===== src/rtl/clx_pkg.sv =====
// types, codes and character classes for the c-like lexer
// no dependencies
`default_nettype none

package clx_pkg;

	// payload of one source byte transfer
	typedef struct packed {
		logic [7:0] char_byte;
		logic       end_of_text;
	} char_item_t;

	// payload of one token byte transfer
	typedef struct packed {
		logic [2:0]  token_class;
		logic [5:0]  operator_code;
		logic [7:0]  value_byte;
		logic        value_valid;
		logic [15:0] line_number;
		logic        last_of_token;
	} token_item_t;

	// token byte slots per source byte; one source byte causes at most three
	localparam int MAX_RES = 4;

	// token classes
	localparam logic [2:0] C_IDENT  = 3'd0;
	localparam logic [2:0] C_STRING = 3'd1;
	localparam logic [2:0] C_DEC    = 3'd2;
	localparam logic [2:0] C_HEX    = 3'd3;
	localparam logic [2:0] C_OP     = 3'd4;

	// operator codes
	localparam logic [5:0] OP_NONE = 6'd0,  OP_EQEQ = 6'd1,  OP_EQ = 6'd2,    OP_SCOPE = 6'd3;
	localparam logic [5:0] OP_LABEL = 6'd4, OP_INC = 6'd5,   OP_ADDEQ = 6'd6, OP_ADD = 6'd7;
	localparam logic [5:0] OP_DEC = 6'd8,   OP_SUBEQ = 6'd9, OP_ARROW = 6'd10, OP_SUB = 6'd11;
	localparam logic [5:0] OP_MULEQ = 6'd12, OP_MUL = 6'd13, OP_DIVEQ = 6'd14, OP_DIV = 6'd15;
	localparam logic [5:0] OP_LAND = 6'd16, OP_ANDEQ = 6'd17, OP_AND = 6'd18, OP_LOR = 6'd19;
	localparam logic [5:0] OP_OREQ = 6'd20, OP_OR = 6'd21,   OP_XOREQ = 6'd22, OP_XOR = 6'd23;
	localparam logic [5:0] OP_SHREQ = 6'd24, OP_SHR = 6'd25, OP_GE = 6'd26,   OP_GT = 6'd27;
	localparam logic [5:0] OP_SHLEQ = 6'd28, OP_SHL = 6'd29, OP_LE = 6'd30,   OP_LT = 6'd31;
	localparam logic [5:0] OP_MODEQ = 6'd32, OP_MOD = 6'd33, OP_NE = 6'd34,   OP_NOT = 6'd35;
	localparam logic [5:0] OP_TILDE = 6'd36, OP_SEPARATOR = 6'd37, OP_DOTSTAR = 6'd38;
	localparam logic [5:0] OP_DOT = 6'd39,  OP_LPAREN = 6'd40, OP_RPAREN = 6'd41;
	localparam logic [5:0] OP_LBRACK = 6'd42, OP_RBRACK = 6'd43, OP_LBRACE = 6'd44;
	localparam logic [5:0] OP_RBRACE = 6'd45, OP_SEMI = 6'd46, OP_HASH = 6'd47;

	// character constants
	localparam logic [7:0] CH_SLASH = 8'h2f, CH_STAR = 8'h2a, CH_UNDER = 8'h5f;
	localparam logic [7:0] CH_QUOTE = 8'h22, CH_ZERO = 8'h30, CH_X = 8'h78, CH_NL = 8'h0a;
	localparam logic [7:0] CH_EQ = 8'h3d, CH_GT = 8'h3e, CH_LT = 8'h3c;

	function automatic logic is_alpha(input logic [7:0] c);
		return (c >= "a" && c <= "z") || (c >= "A" && c <= "Z");
	endfunction

	function automatic logic is_digit(input logic [7:0] c);
		return c >= "0" && c <= "9";
	endfunction

	function automatic logic is_xdigit(input logic [7:0] c);
		return is_digit(c) || (c >= "a" && c <= "f") || (c >= "A" && c <= "F");
	endfunction

	function automatic logic is_word(input logic [7:0] c);
		return is_alpha(c) || is_digit(c) || c == CH_UNDER;
	endfunction

	function automatic logic is_blank(input logic [7:0] c);
		return c == " " || c == 8'h09 || c == 8'h0b || c == 8'h0c || c == 8'h0d;
	endfunction

	// code of a one-character operator
	function automatic logic [5:0] single_code(input logic [7:0] c);
		logic [5:0] r;
		unique case (c)
			"=": r = OP_EQ;     ":": r = OP_LABEL;  "+": r = OP_ADD;    "-": r = OP_SUB;
			"*": r = OP_MUL;    "/": r = OP_DIV;    "&": r = OP_AND;    "|": r = OP_OR;
			"^": r = OP_XOR;    ">": r = OP_GT;     "<": r = OP_LT;     "%": r = OP_MOD;
			"!": r = OP_NOT;    "~": r = OP_TILDE;  ",": r = OP_SEPARATOR; ".": r = OP_DOT;
			"(": r = OP_LPAREN; ")": r = OP_RPAREN; "[": r = OP_LBRACK; "]": r = OP_RBRACK;
			"{": r = OP_LBRACE; "}": r = OP_RBRACE; ";": r = OP_SEMI;   "#": r = OP_HASH;
			default: r = OP_NONE;
		endcase
		return r;
	endfunction

	// bytes that may open a two-character operator
	function automatic logic starts_pair(input logic [7:0] c);
		return c == "=" || c == ":" || c == "+" || c == "-" || c == "*" || c == "/" ||
			c == "&" || c == "|" || c == "^" || c == ">" || c == "<" || c == "%" ||
			c == "!" || c == ".";
	endfunction

	// code of a two-character operator, none if the pair is no operator or is a shift (>> or <<)
	function automatic logic [5:0] pair_code(input logic [7:0] a, input logic [7:0] b);
		logic [5:0] r;
		r = OP_NONE;
		if (b == CH_EQ) begin
			unique case (a)
				"=": r = OP_EQEQ;  "+": r = OP_ADDEQ; "-": r = OP_SUBEQ; "*": r = OP_MULEQ;
				"/": r = OP_DIVEQ; "&": r = OP_ANDEQ; "|": r = OP_OREQ;  "^": r = OP_XOREQ;
				">": r = OP_GE;    "<": r = OP_LE;    "%": r = OP_MODEQ; "!": r = OP_NE;
				default: r = OP_NONE;
			endcase
		end else if (a == ":" && b == ":") r = OP_SCOPE;
		else if (a == "+" && b == "+") r = OP_INC;
		else if (a == "-" && b == "-") r = OP_DEC;
		else if (a == "-" && b == ">") r = OP_ARROW;
		else if (a == "&" && b == "&") r = OP_LAND;
		else if (a == "|" && b == "|") r = OP_LOR;
		else if (a == "." && b == "*") r = OP_DOTSTAR;
		return r;
	endfunction

endpackage

`default_nettype wire


===== src/rtl/clx_core.sv =====
// lexer state and the token bytes caused by one source byte
// depends on clx_pkg
`default_nettype none

module clx_core
	import clx_pkg::*;
#(
	parameter int LINE_WIDTH = 16
) (
	input  wire logic        clk,
	input  wire logic        arst_n,
	input  wire logic        fire,
	input  wire char_item_t  item,
	output token_item_t      res [MAX_RES],
	output logic [2:0]       res_count
);

	typedef enum logic [3:0] {
		M_IDLE, M_IDENT, M_STRING, M_ZERO, M_DECIMAL, M_HEX,
		M_OP1, M_OP2, M_LCOMMENT, M_BLOCK, M_BLOCK_STAR
	} mode_t;

	localparam logic [LINE_WIDTH-1:0] LINE_TOP = {LINE_WIDTH{1'b1}};
	localparam logic [LINE_WIDTH-1:0] LINE_ONE = LINE_WIDTH'(1);

	mode_t                 mode_q, mode_d;
	logic [7:0]            pend_q, pend_d;
	logic                  have_q, have_d;
	logic [LINE_WIDTH-1:0] line_q, line_d, tline_q, tline_d;

	// widen or truncate a line count to the 16-bit port field
	function automatic logic [15:0] line16(input logic [LINE_WIDTH-1:0] l);
		logic [LINE_WIDTH+15:0] e;
		e = {16'b0, l};
		return e[15:0];
	endfunction

	function automatic token_item_t mk(input logic [2:0] cls, input logic [5:0] code,
			input logic [7:0] b, input logic v, input logic last,
			input logic [LINE_WIDTH-1:0] l);
		token_item_t t;
		t.token_class   = cls;
		t.operator_code = code;
		t.value_byte    = v ? b : 8'd0;
		t.value_valid   = v;
		t.line_number   = line16(l);
		t.last_of_token = last;
		return t;
	endfunction

	// next state and emitted bytes
	always_comb begin
		logic [7:0]            b;
		logic [7:0]            a;
		logic                  do_flush;
		logic                  do_idle;
		logic [5:0]            pc;
		logic [5:0]            c2;
		logic [2:0]            sh_cls;
		logic                  do_shift;
		logic [LINE_WIDTH-1:0] line_inc;
		b        = item.char_byte;
		a        = pend_q;
		mode_d   = mode_q;
		pend_d   = pend_q;
		have_d   = have_q;
		line_d   = line_q;
		tline_d  = tline_q;
		res_count = 3'd0;
		for (int i = 0; i < MAX_RES; i++) res[i] = '0;
		do_flush = 1'b0;
		do_idle  = 1'b0;
		do_shift = 1'b0;
		sh_cls   = C_IDENT;
		pc       = pair_code(a, b);
		c2       = OP_NONE;
		line_inc = (line_q == LINE_TOP) ? line_q : line_q + LINE_ONE;

		if (item.end_of_text) begin
			do_flush = 1'b1;
		end else begin
			unique case (mode_q)
				M_IDENT: begin
					if (is_word(b)) begin
						do_shift = 1'b1; sh_cls = C_IDENT;
					end else begin
						do_flush = 1'b1; do_idle = 1'b1;
					end
				end
				M_DECIMAL: begin
					if (is_digit(b)) begin
						do_shift = 1'b1; sh_cls = C_DEC;
					end else begin
						do_flush = 1'b1; do_idle = 1'b1;
					end
				end
				M_ZERO: begin
					priority if (b == CH_X) begin
						mode_d = M_HEX; have_d = 1'b0;
					end else if (is_digit(b)) begin
						mode_d = M_DECIMAL; do_shift = 1'b1; sh_cls = C_DEC;
					end else begin
						do_flush = 1'b1; do_idle = 1'b1;
					end
				end
				M_HEX: begin
					if (is_xdigit(b)) begin
						do_shift = 1'b1; sh_cls = C_HEX;
					end else begin
						do_flush = 1'b1; do_idle = 1'b1;
					end
				end
				M_STRING: begin
					if (b == CH_QUOTE) begin
						do_flush = 1'b1;
					end else begin
						if (b == CH_NL) line_d = line_inc;
						do_shift = 1'b1; sh_cls = C_STRING;
					end
				end
				M_OP1: begin
					priority if (a == CH_SLASH && b == CH_SLASH) begin
						mode_d = M_LCOMMENT; have_d = 1'b0;
					end else if (a == CH_SLASH && b == CH_STAR) begin
						mode_d = M_BLOCK; have_d = 1'b0;
					end else if ((a == CH_GT || a == CH_LT) && b == a) begin
						mode_d = M_OP2; have_d = 1'b1;
					end else if (pc != OP_NONE) begin
						res[0] = mk(C_OP, pc, a, 1'b1, 1'b0, tline_q);
						res[1] = mk(C_OP, pc, b, 1'b1, 1'b1, tline_q);
						res_count = 3'd2;
						mode_d = M_IDLE; have_d = 1'b0;
					end else begin
						do_flush = 1'b1; do_idle = 1'b1;
					end
				end
				M_OP2: begin
					if (b == CH_EQ) begin
						c2 = (a == CH_GT) ? OP_SHREQ : OP_SHLEQ;
						res[0] = mk(C_OP, c2, a, 1'b1, 1'b0, tline_q);
						res[1] = mk(C_OP, c2, a, 1'b1, 1'b0, tline_q);
						res[2] = mk(C_OP, c2, b, 1'b1, 1'b1, tline_q);
						res_count = 3'd3;
						mode_d = M_IDLE; have_d = 1'b0;
					end else begin
						do_flush = 1'b1; do_idle = 1'b1;
					end
				end
				M_LCOMMENT: begin
					if (b == CH_NL) begin
						line_d = line_inc; mode_d = M_IDLE;
					end
				end
				M_BLOCK, M_BLOCK_STAR: begin
					priority if (b == CH_NL) begin
						line_d = line_inc; mode_d = M_BLOCK;
					end else if (mode_q == M_BLOCK_STAR && b == CH_SLASH) begin
						mode_d = M_IDLE;
					end else begin
						mode_d = (b == CH_STAR) ? M_BLOCK_STAR : M_BLOCK;
					end
				end
				default: begin
					do_flush = 1'b1; do_idle = 1'b1;
				end
			endcase
		end

		// held byte leaves as a non-final byte, new byte is held
		if (do_shift) begin
			if (have_q) begin
				res[0] = mk(sh_cls, OP_NONE, a, 1'b1, 1'b0, tline_q);
				res_count = 3'd1;
			end
			pend_d = b;
			have_d = 1'b1;
		end

		// close the pending token
		if (do_flush) begin
			unique case (mode_q)
				M_IDENT: begin
					res[0] = mk(C_IDENT, OP_NONE, a, 1'b1, 1'b1, tline_q);
					res_count = 3'd1;
				end
				M_DECIMAL, M_ZERO: begin
					res[0] = mk(C_DEC, OP_NONE, a, 1'b1, 1'b1, tline_q);
					res_count = 3'd1;
				end
				M_STRING: begin
					res[0] = mk(C_STRING, OP_NONE, a, have_q, 1'b1, tline_q);
					res_count = 3'd1;
				end
				M_HEX: begin
					res[0] = mk(C_HEX, OP_NONE, a, have_q, 1'b1, tline_q);
					res_count = 3'd1;
				end
				M_OP1: begin
					res[0] = mk(C_OP, single_code(a), a, 1'b1, 1'b1, tline_q);
					res_count = 3'd1;
				end
				M_OP2: begin
					c2 = (a == CH_GT) ? OP_SHR : OP_SHL;
					res[0] = mk(C_OP, c2, a, 1'b1, 1'b0, tline_q);
					res[1] = mk(C_OP, c2, a, 1'b1, 1'b1, tline_q);
					res_count = 3'd2;
				end
				default: res_count = 3'd0;
			endcase
			mode_d = M_IDLE;
			have_d = 1'b0;
		end

		// the new byte seen between tokens
		if (do_idle) begin
			priority if (b == CH_NL) begin
				line_d = line_inc;
			end else if (is_blank(b)) begin
				line_d = line_q;
			end else if (is_alpha(b) || b == CH_UNDER) begin
				mode_d = M_IDENT; pend_d = b; have_d = 1'b1; tline_d = line_q;
			end else if (b == CH_QUOTE) begin
				mode_d = M_STRING; pend_d = 8'd0; have_d = 1'b0; tline_d = line_q;
			end else if (b == CH_ZERO) begin
				mode_d = M_ZERO; pend_d = b; have_d = 1'b1; tline_d = line_q;
			end else if (is_digit(b)) begin
				mode_d = M_DECIMAL; pend_d = b; have_d = 1'b1; tline_d = line_q;
			end else if (starts_pair(b)) begin
				mode_d = M_OP1; pend_d = b; have_d = 1'b1; tline_d = line_q;
			end else begin
				tline_d = line_q;
				res[res_count[1:0]] = mk(C_OP, single_code(b), b, 1'b1, 1'b1, line_q);
				res_count = res_count + 3'd1;
			end
		end

		if (item.end_of_text) line_d = LINE_ONE;
	end

	// lexer state
	always_ff @(posedge clk or negedge arst_n) begin
		if (!arst_n) begin
			mode_q  <= M_IDLE;
			pend_q  <= 8'd0;
			have_q  <= 1'b0;
			line_q  <= LINE_ONE;
			tline_q <= LINE_ONE;
		end else if (fire) begin
			mode_q  <= mode_d;
			pend_q  <= pend_d;
			have_q  <= have_d;
			line_q  <= line_d;
			tline_q <= tline_d;
		end
	end

endmodule

`default_nettype wire


===== src/rtl/c_like_lexer_unit.sv =====
// Streaming lexer for C-like text: one source byte per transfer in, one token byte
// per transfer out. A source byte is taken while the output queue has four free
// slots; the token bytes it causes (zero to three) go to an eight-entry queue in
// that same cycle and leave at one per cycle while tok_ready is high. Sustained
// rate is one source byte per cycle while the bytes produced average at most one
// per byte and tok_ready stays high; otherwise the queue drain sets the pace.
// The last byte of a token appears only after the byte that ends it arrives.
// depends on clx_pkg and clx_core
`default_nettype none

module c_like_lexer_unit
	import clx_pkg::*;
#(
	parameter int LINE_WIDTH = 16
) (
	input  wire logic  clk,
	input  wire logic  arst_n,
	input  wire logic  char_valid,
	output logic       char_ready,
	input  wire char_item_t char_item,
	output logic       tok_valid,
	input  wire logic  tok_ready,
	output token_item_t tok_item
);

	localparam int DEPTH = 8;
	localparam int PW    = $clog2(DEPTH);
	localparam int CW    = $clog2(DEPTH + 1);

	token_item_t   res [MAX_RES];
	logic [2:0]    res_count;
	logic          fire, pop;
	token_item_t   fifo_q [DEPTH];
	logic [PW-1:0] wptr_q, rptr_q;
	logic [CW-1:0] cnt_q;

	assign char_ready = cnt_q <= CW'(DEPTH - MAX_RES);
	assign fire       = char_valid && char_ready;
	assign tok_valid  = cnt_q != '0;
	assign pop        = tok_valid && tok_ready;
	assign tok_item   = fifo_q[rptr_q];

	clx_core #(.LINE_WIDTH(LINE_WIDTH)) u_core (
		.clk       (clk),
		.arst_n    (arst_n),
		.fire      (fire),
		.item      (char_item),
		.res       (res),
		.res_count (res_count)
	);

	// queue storage
	always_ff @(posedge clk) begin
		for (int i = 0; i < MAX_RES; i++) begin
			if (fire && 3'(i) < res_count)
				fifo_q[wptr_q + PW'(i)] <= res[i];
		end
	end

	// queue pointers and fill count
	always_ff @(posedge clk or negedge arst_n) begin
		if (!arst_n) begin
			wptr_q <= '0;
			rptr_q <= '0;
			cnt_q  <= '0;
		end else begin
			if (fire) wptr_q <= wptr_q + PW'(res_count);
			if (pop) rptr_q <= rptr_q + PW'(1);
			cnt_q <= cnt_q + (fire ? CW'(res_count) : CW'(0)) - (pop ? CW'(1) : CW'(0));
		end
	end

endmodule

`default_nettype wire


===== config.mk =====
export PLATFORM = sky130hd
export DESIGN_NAME = c_like_lexer_unit
export DESIGN_NICKNAME = d
export VERILOG_FILES = /design/src/rtl/clx_pkg.sv /design/src/rtl/clx_core.sv /design/src/rtl/c_like_lexer_unit.sv
export SDC_FILE = /design/constraint.sdc
export NUM_CORES = 1
export LEC_CHECK = 0
export BUFFER_PORTS_ARGS = -buffer_cell sky130_fd_sc_hd__buf_2
export CELL_PAD_IN_SITES_DETAIL_PLACEMENT = 1
export CELL_PAD_IN_SITES_GLOBAL_PLACEMENT = 2
export CORE_MARGIN = 2
export CORE_UTILIZATION = 38
export DETAILED_ROUTE_END_ITERATION = 8
export PLACE_DENSITY = 0.88
export RECOVER_POWER = 100
export SLEW_MARGIN = 5
export SYNTH_ARGS = -nofsm -noshare
export SYNTH_HDL_FRONTEND = slang
export SYNTH_SLANG_ARGS = --single-unit

===== constraint.sdc =====
create_clock -name clk -period 6.2 [get_ports clk]
set_input_delay 0.93 -clock clk [delete_from_list [all_inputs] [get_ports clk]]
set_output_delay 0.93 -clock clk [all_outputs]
set_load 0.1 [all_outputs]

==> impl_metrics.csv, run 1 <==
group,metric,value,unit
worst_setup_path,end_kind,"flip-flop",
pwr,p_leak,0.00951,µW
final_layout,finalNonFillerCells,3118,
global_routing,grt_pass1_vias,20800,
final_layout,fin_util,43.4,%
global_routing,grt_max_degree,56,
placement,dp.cells,3043,
worst_setup_path,cp_data_arrival_time,6.20,ns
timing,rsz0062_at_grt,"false",
synth,synth_warnings,0,
routing,ant_nets,0,
floorplanning,die_x,249,µm
floorplanning,die_y,249,µm
worst_setup_path,path_cells,"buf_2 -> or4b_1 -> clkbuf_1 -> nor4_1 -> nor2b_1 -> a2111oi_0 -> o21ai_0 -> a21oi_2 -> inv_1 -> ha_1 -> nor2_1 -> nor4bb_1 -> a2111oi_2 -> buf_4 -> nand3_2 -> buf_4 -> mux2i_1 -> o21ai_0",
worst_setup_path,r2r_start,"u_core.pend_q[5]",
cts,cts_hold_buf,0,
cts,post_cts_buffers,0,
cts,root_buffer,"clkbuf_16",
worst_setup_path,ff2ff_setup_slack,0.46,ns
run_status,failed_checks,"max-capacitance violations, max-slew violations",
worst_setup_path,cp.buffers_inverters,5,
timing,hold_viol,0,
placement,hpwl,57800,µm
cts,cts_buffers,40,
timing,max_slew_margin,-144,%
flow_run,maxCapViolations,2,
routing,routed_wl,86600,µm
floorplanning,die_area,0.0620,mm²
cts,tritoncts,"built",
worst_setup_path,r2r_end,"fifo_q[5][10]",
timing,period_share,95.1,%
cts,clk_pin_slew_worst_paths,0.06,ns
worst_setup_path,critPathRequiredTime,6.50,ns
timing,tightest_slew,3.66,ns
synth,muxShareOfSynthArea,19.1,%
pwr,irDropWorstVdd,309,µV
worst_hold_path,holdPathEnd,"cnt_q[0]",
timing,finalSetupViolCount,0,
synth,synth-xor-area-share,0.806,%
worst_hold_path,hold_start,"cnt_q[0]",
worst_hold_path,hold_class,"reg -> reg",
synth,synth_top_family_by_area,"multiplexers",
worst_setup_path,path_max_fanout,33,
placement,port_buffers,49,
cts,cts-htree-levels,2,
synth,synth_fa_ha_area_share,0.998,%
global_routing,grt-ovfl-total,0,
final_layout,area_delta_synth_final,12.7,%
worst_setup_path,max_stage_delay,0.78,ns
synth,yosys.area_share.simple,15.2,%
synth,synth-edff-count,280,
synth,synth-seq-area-share,42.9,%
worst_setup_path,reg2regPathDepth,15,
worst_setup_path,cp_num_cells,18,
synth,syn_area,0.0228,mm²
worst_setup_path,cp_top_family,"simple AND/OR/NAND/NOR gates",
placement,gp_congestion,0.946,
cts,clock_latency,0.58,ns
routing,via_count,20100,
global_routing,track_usage,27.3,%
timing,slew_violations,104,
final_layout,final_layout_size_suffix_gt1_share,16.3,%
global_routing,grt_pass1_wl,131000,µm
worst_hold_path,worst_hold_path.num_cells,1,
synth,synth_cell_type_count,89,
synth,syn_inst,2295,
timing,max_clock_freq,170,MHz
floorplanning,io_pins,50,
synth,synth_ff_type,"edfxtp_1",
cts,clock-sinks,335,
floorplanning,num_rows,89,
synth,synth_nets,2325,
final_layout,nets,2342,
synth,syn_area_per_cell,9.95,µm²
synth,synth-async-reset-ratio,16.4,%
routing,wl_per_cell,27.8,µm
final_layout,most-common-layout-cells,"edfxtp_1, nand2_1, o21ai_0",
routing,first_pass_iters,5,
routing,vias_per_cell,6.45,
pwr,fin_total_pwr,10600,µW
routing,route.detailed.drc,0,
cts,cts_resized,0,
synth,synth_compound_area_share,16.5,%
timing,min_period,5.90,ns
cts,clockBufferDepth,3,
floorplanning,initial_core_util,38.5,%
global_routing,antenna_found_initial,0,
run_status,status,"complete, but fails checks",
timing,finClkSkew,0.0159,ns
final_layout,num-fill-cells,6654,
final_layout,layout_commonest_cell,"edfxtp_1",
worst_setup_path,crit_type,"in -> reg",
floorplanning,core,0.0592,mm²
routing,drtIter0Drc,1899,
worst_setup_path,slowest_stage,"a2111oi_0",
synth,synth_seq_cells,335,
pwr,power_density,413,mW/mm²
worst_setup_path,crit_path_start_kind,"input pin",
==> routing by layer <==
layer / GRT usage, % / vias up / share of wire [%]
li1: - / 8694 / -
met1: 36.5 / 10300 / 41
met2: 45.2 / 948 / 47
met3: 3.64 / 214 / 7.9
met4: 10.3 / 0 / 3.6
met5: 0 / - / 0
==> registers in the layout, summed over array words and instances, names as in the netlist <==
name / cells
fifo_q: 280
u_core.line_q: 16
u_core.tline_q: 16
u_core.pend_q: 8
cnt_q: 4
u_core.mode_q: 4
rptr_q: 3
wptr_q: 3
u_core.have_q: 1
==> report_power, final <==
part	total [µW]	switching [µW]	internal, µW
Sequential	3160	354	2810
Clock	2360	985	1370
Combinational	5100	3530	1570
Total	10600	4870	5750
==> synth_stat cells (all sizes together) (8+ instances only) <==
cell type	n	area (µm²)
edfxtp	280	8410
nand2	275	1030
o21ai	261	1310
mux2i	215	2150
nor2	173	667
clkbuf	134	503
a21oi	106	531
mux4	70	1580
buf	67	347
mux2	56	631
nor3	54	275
dfrtp	53	1330
inv	45	169
nand3	39	195
o22ai	28	175
and3	27	169
a22o	24	210
nand2b	23	144
nor2b	21	131
a31oi	20	140
o211ai	20	150
or3	20	125
a211oi	19	153
and2	15	93.8
ha	15	188
xnor2	14	123
a221o	13	130
nand4	12	75.1
nor4	12	90.1
o31ai	12	90.1
or2	11	68.8
a22oi	10	75.1
a2111oi	8	76.3
a21o	8	60.1
==> how the worst max path moves through the flow <==
stage | start | end
final | char_item[8] | fifo_q[1][22]
after global routing | char_item[8] | fifo_q[4][13]
after CTS | char_item[8] | fifo_q[5][10]
after detailed placement | char_item[8] | fifo_q[7][34]
after global placement | char_item[8] | fifo_q[2][4]
after floorplan | char_item[7] | fifo_q[0][0]
==> layout make-up <==
class                   count  area (µm²)  area share [%]
clock buffers              59        1140            4.45
multi-input cells        1712       12100            47.1
well taps                 773         967            3.76
clock inverters            15         148           0.574
diodes                      1        2.50         0.00973
flip-flops and latches    335        9790            38.1
repair buffers            176        1370            5.33
inverters                  47         176           0.686
==> kinds of logic (layout without fill, tap and decap cells) <==
family,Yosys count,count (layout)
AO/OA/AOI/OAI,604,604
XOR/XNOR,21,21
adder cells (fa/ha/maj),17,17
buffers and inverters,248,297
flip-flops,335,335
multiplexers,341,341
other,0,1
AND/OR/NAND/NOR,729,729
==> worst reg2reg max path, stage by stage (launching register included) <==
cell and delay [ns]:
dfrtp_1 0.75, or4b_1 0.72, or3_1 0.57, o21ai_0 0.34, nor3_1 0.21, o31ai_1 0.16
and2_1 0.23, buf_4 0.34, ha_1 0.20, and2_0 0.22, a21boi_1 0.23, clkbuf_2 0.56
nand2_1 0.12, o21ai_1 0.51, mux2i_1 0.19, o21ai_0 0.23
==> metrics by stage <==
step	worst slack, ns	hold WS, ns	cell area, µm²	TNS [ns]
after CTS	0.610	0.518	25900	0
after detailed placement	0.0273	0.506	24600	0
final	0.302	0.512	25700	0
after floorplan	-0.115	0.470	22900	-4.03
after global placement	0.276	0.490	24600	0
after global routing	0.144	0.552	25700	0
Note: power is estimated with default switching activity, not from simulation.
==> inputs of run 2 (changes only) <==
--- a/config.mk
+++ b/config.mk
@@ -9,11 +9,12 @@
 export CELL_PAD_IN_SITES_DETAIL_PLACEMENT = 1
 export CELL_PAD_IN_SITES_GLOBAL_PLACEMENT = 2
 export CORE_MARGIN = 2
-export CORE_UTILIZATION = 38
+export CORE_UTILIZATION = 37
 export DETAILED_ROUTE_END_ITERATION = 8
-export PLACE_DENSITY = 0.88
+export PLACE_DENSITY = 0.89
 export RECOVER_POWER = 100
 export SLEW_MARGIN = 5
 export SYNTH_ARGS = -nofsm -noshare
 export SYNTH_HDL_FRONTEND = slang
+export SYNTH_HIERARCHICAL = 1
 export SYNTH_SLANG_ARGS = --single-unit
==> run 2 against run 1 <==
The run still ends with max-capacitance violations, max-slew violations left. Power grew 20%. Cell area grew 16%. Worst setup slack better by 0.042 ns. Routed wire length rose by 49%. Core utilization down 2.4 points. Global-route usage grew 6.2 points. Hold slack lost 0.027 ns. First-iteration DRC count up 84%. Area after synthesis up 19%. Largest cell class unchanged.
==> impl_metrics.csv, run 2 <==
group,metric,value,unit
run_status,status,"complete, but fails checks",
run_status,failed_checks,"max-capacitance violations, max-slew violations",
routing,wl_per_cell,32.2,µm
final_layout,regMostFlops,"fifo_q",
pwr,p_leak,0.0106,µW
synth,synth_top_family_by_area,"compound AO/OA/AOI/OAI gates",
floorplanning,num_rows,99,
synth,synthMostInstantiatedCell,"nand2_1",
global_routing,grt_max_degree,74,
worst_setup_path,ff2ff_setup_slack,0.50,ns
global_routing,grtUsageMet3,8.78,%
timing,tightest_slew,3.76,ns
floorplanning,die_y,275,µm
global_routing,grt-ovfl-total,0,
synth,synth-seq-area-share,36.0,%
synth,syn_area_per_cell,8.77,µm²
timing,max_slew_margin,-151,%
global_routing,grt_pass1_vias,28900,
floorplanning,core,0.0728,mm²
floorplanning,die_x,275,µm
worst_setup_path,path_max_fanout,41,
cts,cts_hold_buf,0,
synth,muxShareOfSynthArea,7.73,%
synth,yosys.area_share.simple,19.2,%
final_layout,layout_commonest_cell,"nand2_1",
global_routing,track_usage,33.5,%
cts,clock-sinks,335,
flow_run,maxCapViolations,3,
global_routing,grt_busiest_layer,"met2",
timing,finalSetupViolCount,0,
synth,synth_warnings,6,
synth,syn_area,0.0272,mm²
timing,setup_tns,0,ns
synth,synth_ff_type,"edfxtp_1",
synth,synth-xor-area-share,1.03,%
synth,synth_seq_cells,335,
timing,slew_violations,103,
timing,hold_viol,0,
final_layout,most-common-layout-cells,"nand2_1, o21ai_0, edfxtp_1",
worst_hold_path,hold_start,"u_core/tline_q[0]",
cts,post_cts_buffers,0,
placement,port_buffers,49,
placement,hpwl,81700,µm
worst_setup_path,end_kind,"output pin",
synth,synth_fa_ha_area_share,0.837,%
cts,cts_resized,0,
floorplanning,initial_core_util,37.4,%
global_routing,antenna_found_initial,4,
worst_setup_path,r2r_end,"fifo_q[3][29]",
worst_setup_path,cp_data_arrival_time,4.93,ns
worst_setup_path,reg2regPathDepth,17,
final_layout,finalNonFillerCells,3999,
final_layout,area_delta_synth_final,9.76,%
cts,clock_latency,0.60,ns
final_layout,final_layout_size_suffix_gt1_share,17.0,%
synth,synth_cell_type_count,122,
synth,syn_inst,3103,
timing,period_share,94.5,%
global_routing,grt.met1_usage,41.5,%
cts,clockBufferDepth,3,
routing,ant_nets,0,
routing,via_count,27800,
placement,gp_congestion,0.976,
worst_hold_path,worst_hold_path.num_cells,2,
worst_setup_path,r2r_start,"u_core/pend_q[4]",
cts,root_buffer,"clkbuf_16",
synth,synth-async-reset-ratio,16.4,%
timing,min_period,5.86,ns
timing,finClkSkew,0.0275,ns
pwr,power_density,426,mW/mm²
worst_hold_path,hold_class,"reg -> reg",
routing,first_pass_iters,8,
timing,max_clock_freq,171,MHz
final_layout,nets,3036,
placement,dp_slack,0.166,ns
synth,synth-edff-count,280,
timing,final.setup.worst_slack,0.344,ns
worst_setup_path,crit_path_start_kind,"flip-flop",
routing,drtIter0Drc,3487,
synth,synth_top_area_share,30.9,%
synth,yosysTopAreaCell,"edfxtp_1",
routing,vias_per_cell,6.96,
final_layout,largest_reg_flops,280,
synth,synth_compound_area_share,28.2,%
synth,yosys-top-cells-count,"nand2_1, edfxtp_1, nor2_1",
floorplanning,die_area,0.0757,mm²
cts,cts-htree-levels,2,
cts,cts_buffers,42,
cts,tritoncts,"built",
final_layout,largestRegisters,"fifo_q (280), u_core/line_q (16), u_core/tline_q (16)",
global_routing,grt_pass1_wl,189000,µm
routing,routed_wl,129000,µm
floorplanning,io_pins,50,
worst_setup_path,crit_type,"reg -> out",
timing,rsz0062_at_grt,"false",
synth,yosys-top-cells-area,"edfxtp_1, nand2_1, mux4_2",
worst_hold_path,holdPathEnd,"u_core/tline_q[0]",
routing,route.detailed.drc,0,
pwr,irDropWorstVdd,457,µV
placement,dp.cells,3920,
global_routing,grt_use_met2,52.9,%
worst_setup_path,critPathRequiredTime,5.27,ns
cts,clk_pin_slew_worst_paths,0.07,ns
[run 2: worst max-delay path: stages (launching register included)]
cell and delay [ns]:
dfrtp_1 2.18, buf_4 0.72, mux4_2 0.33, mux2_2 0.15, clkbuf_1 0.90
[run 2: how the worst max path moves through the flow]
stage                     slack (ns)  cells after the start             to        startpoint
after floorplan                0.007                     18   fifo_q[7][0]      char_item[1]
after global placement          0.42                     20  fifo_q[4][31]      char_item[6]
after detailed placement        0.17                     19   fifo_q[4][3]      char_item[5]
after CTS                       0.72                     18   fifo_q[4][4]  u_core/pend_q[0]
after global routing            0.22                     21   fifo_q[2][1]      char_item[5]
final                           0.34                      4   tok_item[21]         rptr_q[1]
[run 2: cell families after synthesis]
family | count (synthesis)
buffers and inverters | 410
AND/OR/NAND/NOR | 1086
other | 1
flip-flops | 335
AO/OA/AOI/OAI | 1110
adder cells (fa/ha/maj) | 17
multiplexers | 118
XOR/XNOR | 26
[run 2: power breakdown]
group / switching (µW) / total [µW] / internal, µW
clock: 1100 / 2660 / 1560
combinational: 4770 / 6760 / 1990
sequential: 437 / 3310 / 2880
[run 2: final cells by class]
| type | instances | area (µm²) |
|---|---|---|
| Antenna cell | 1 | 2.50 |
| Clock buffer | 52 | 1100 |
| Clock inverter | 25 | 348 |
| Fill cell | 8459 | 43000 |
| Inverter | 35 | 138 |
| Multi-Input combinational cell | 2364 | 15600 |
| Sequential cell | 335 | 9790 |
| Tap cell | 959 | 1200 |
| Timing Repair Buffer | 228 | 1730 |
[run 2: layer usage]
layer | share of wire (%) | vias up
li1 | - | 11500
met5 | 0.021 | -
met1 | 37 | 13900
met4 | 6.0 | 4
met2 | 45 | 1959
met3 | 12 | 553
[run 2: per-stage QoR]
stage                     area, µm²  hold slack, ns  util [%]  power [µW]
after floorplan               27300           0.454         -        8180
after global placement        28600           0.454      39.3        9890
after detailed placement      28600           0.474      39.3       10100
after CTS                     30000           0.485      41.2       12700
after global routing          29900           0.490      41.0       13100
final                         29900           0.485      41.0       12700
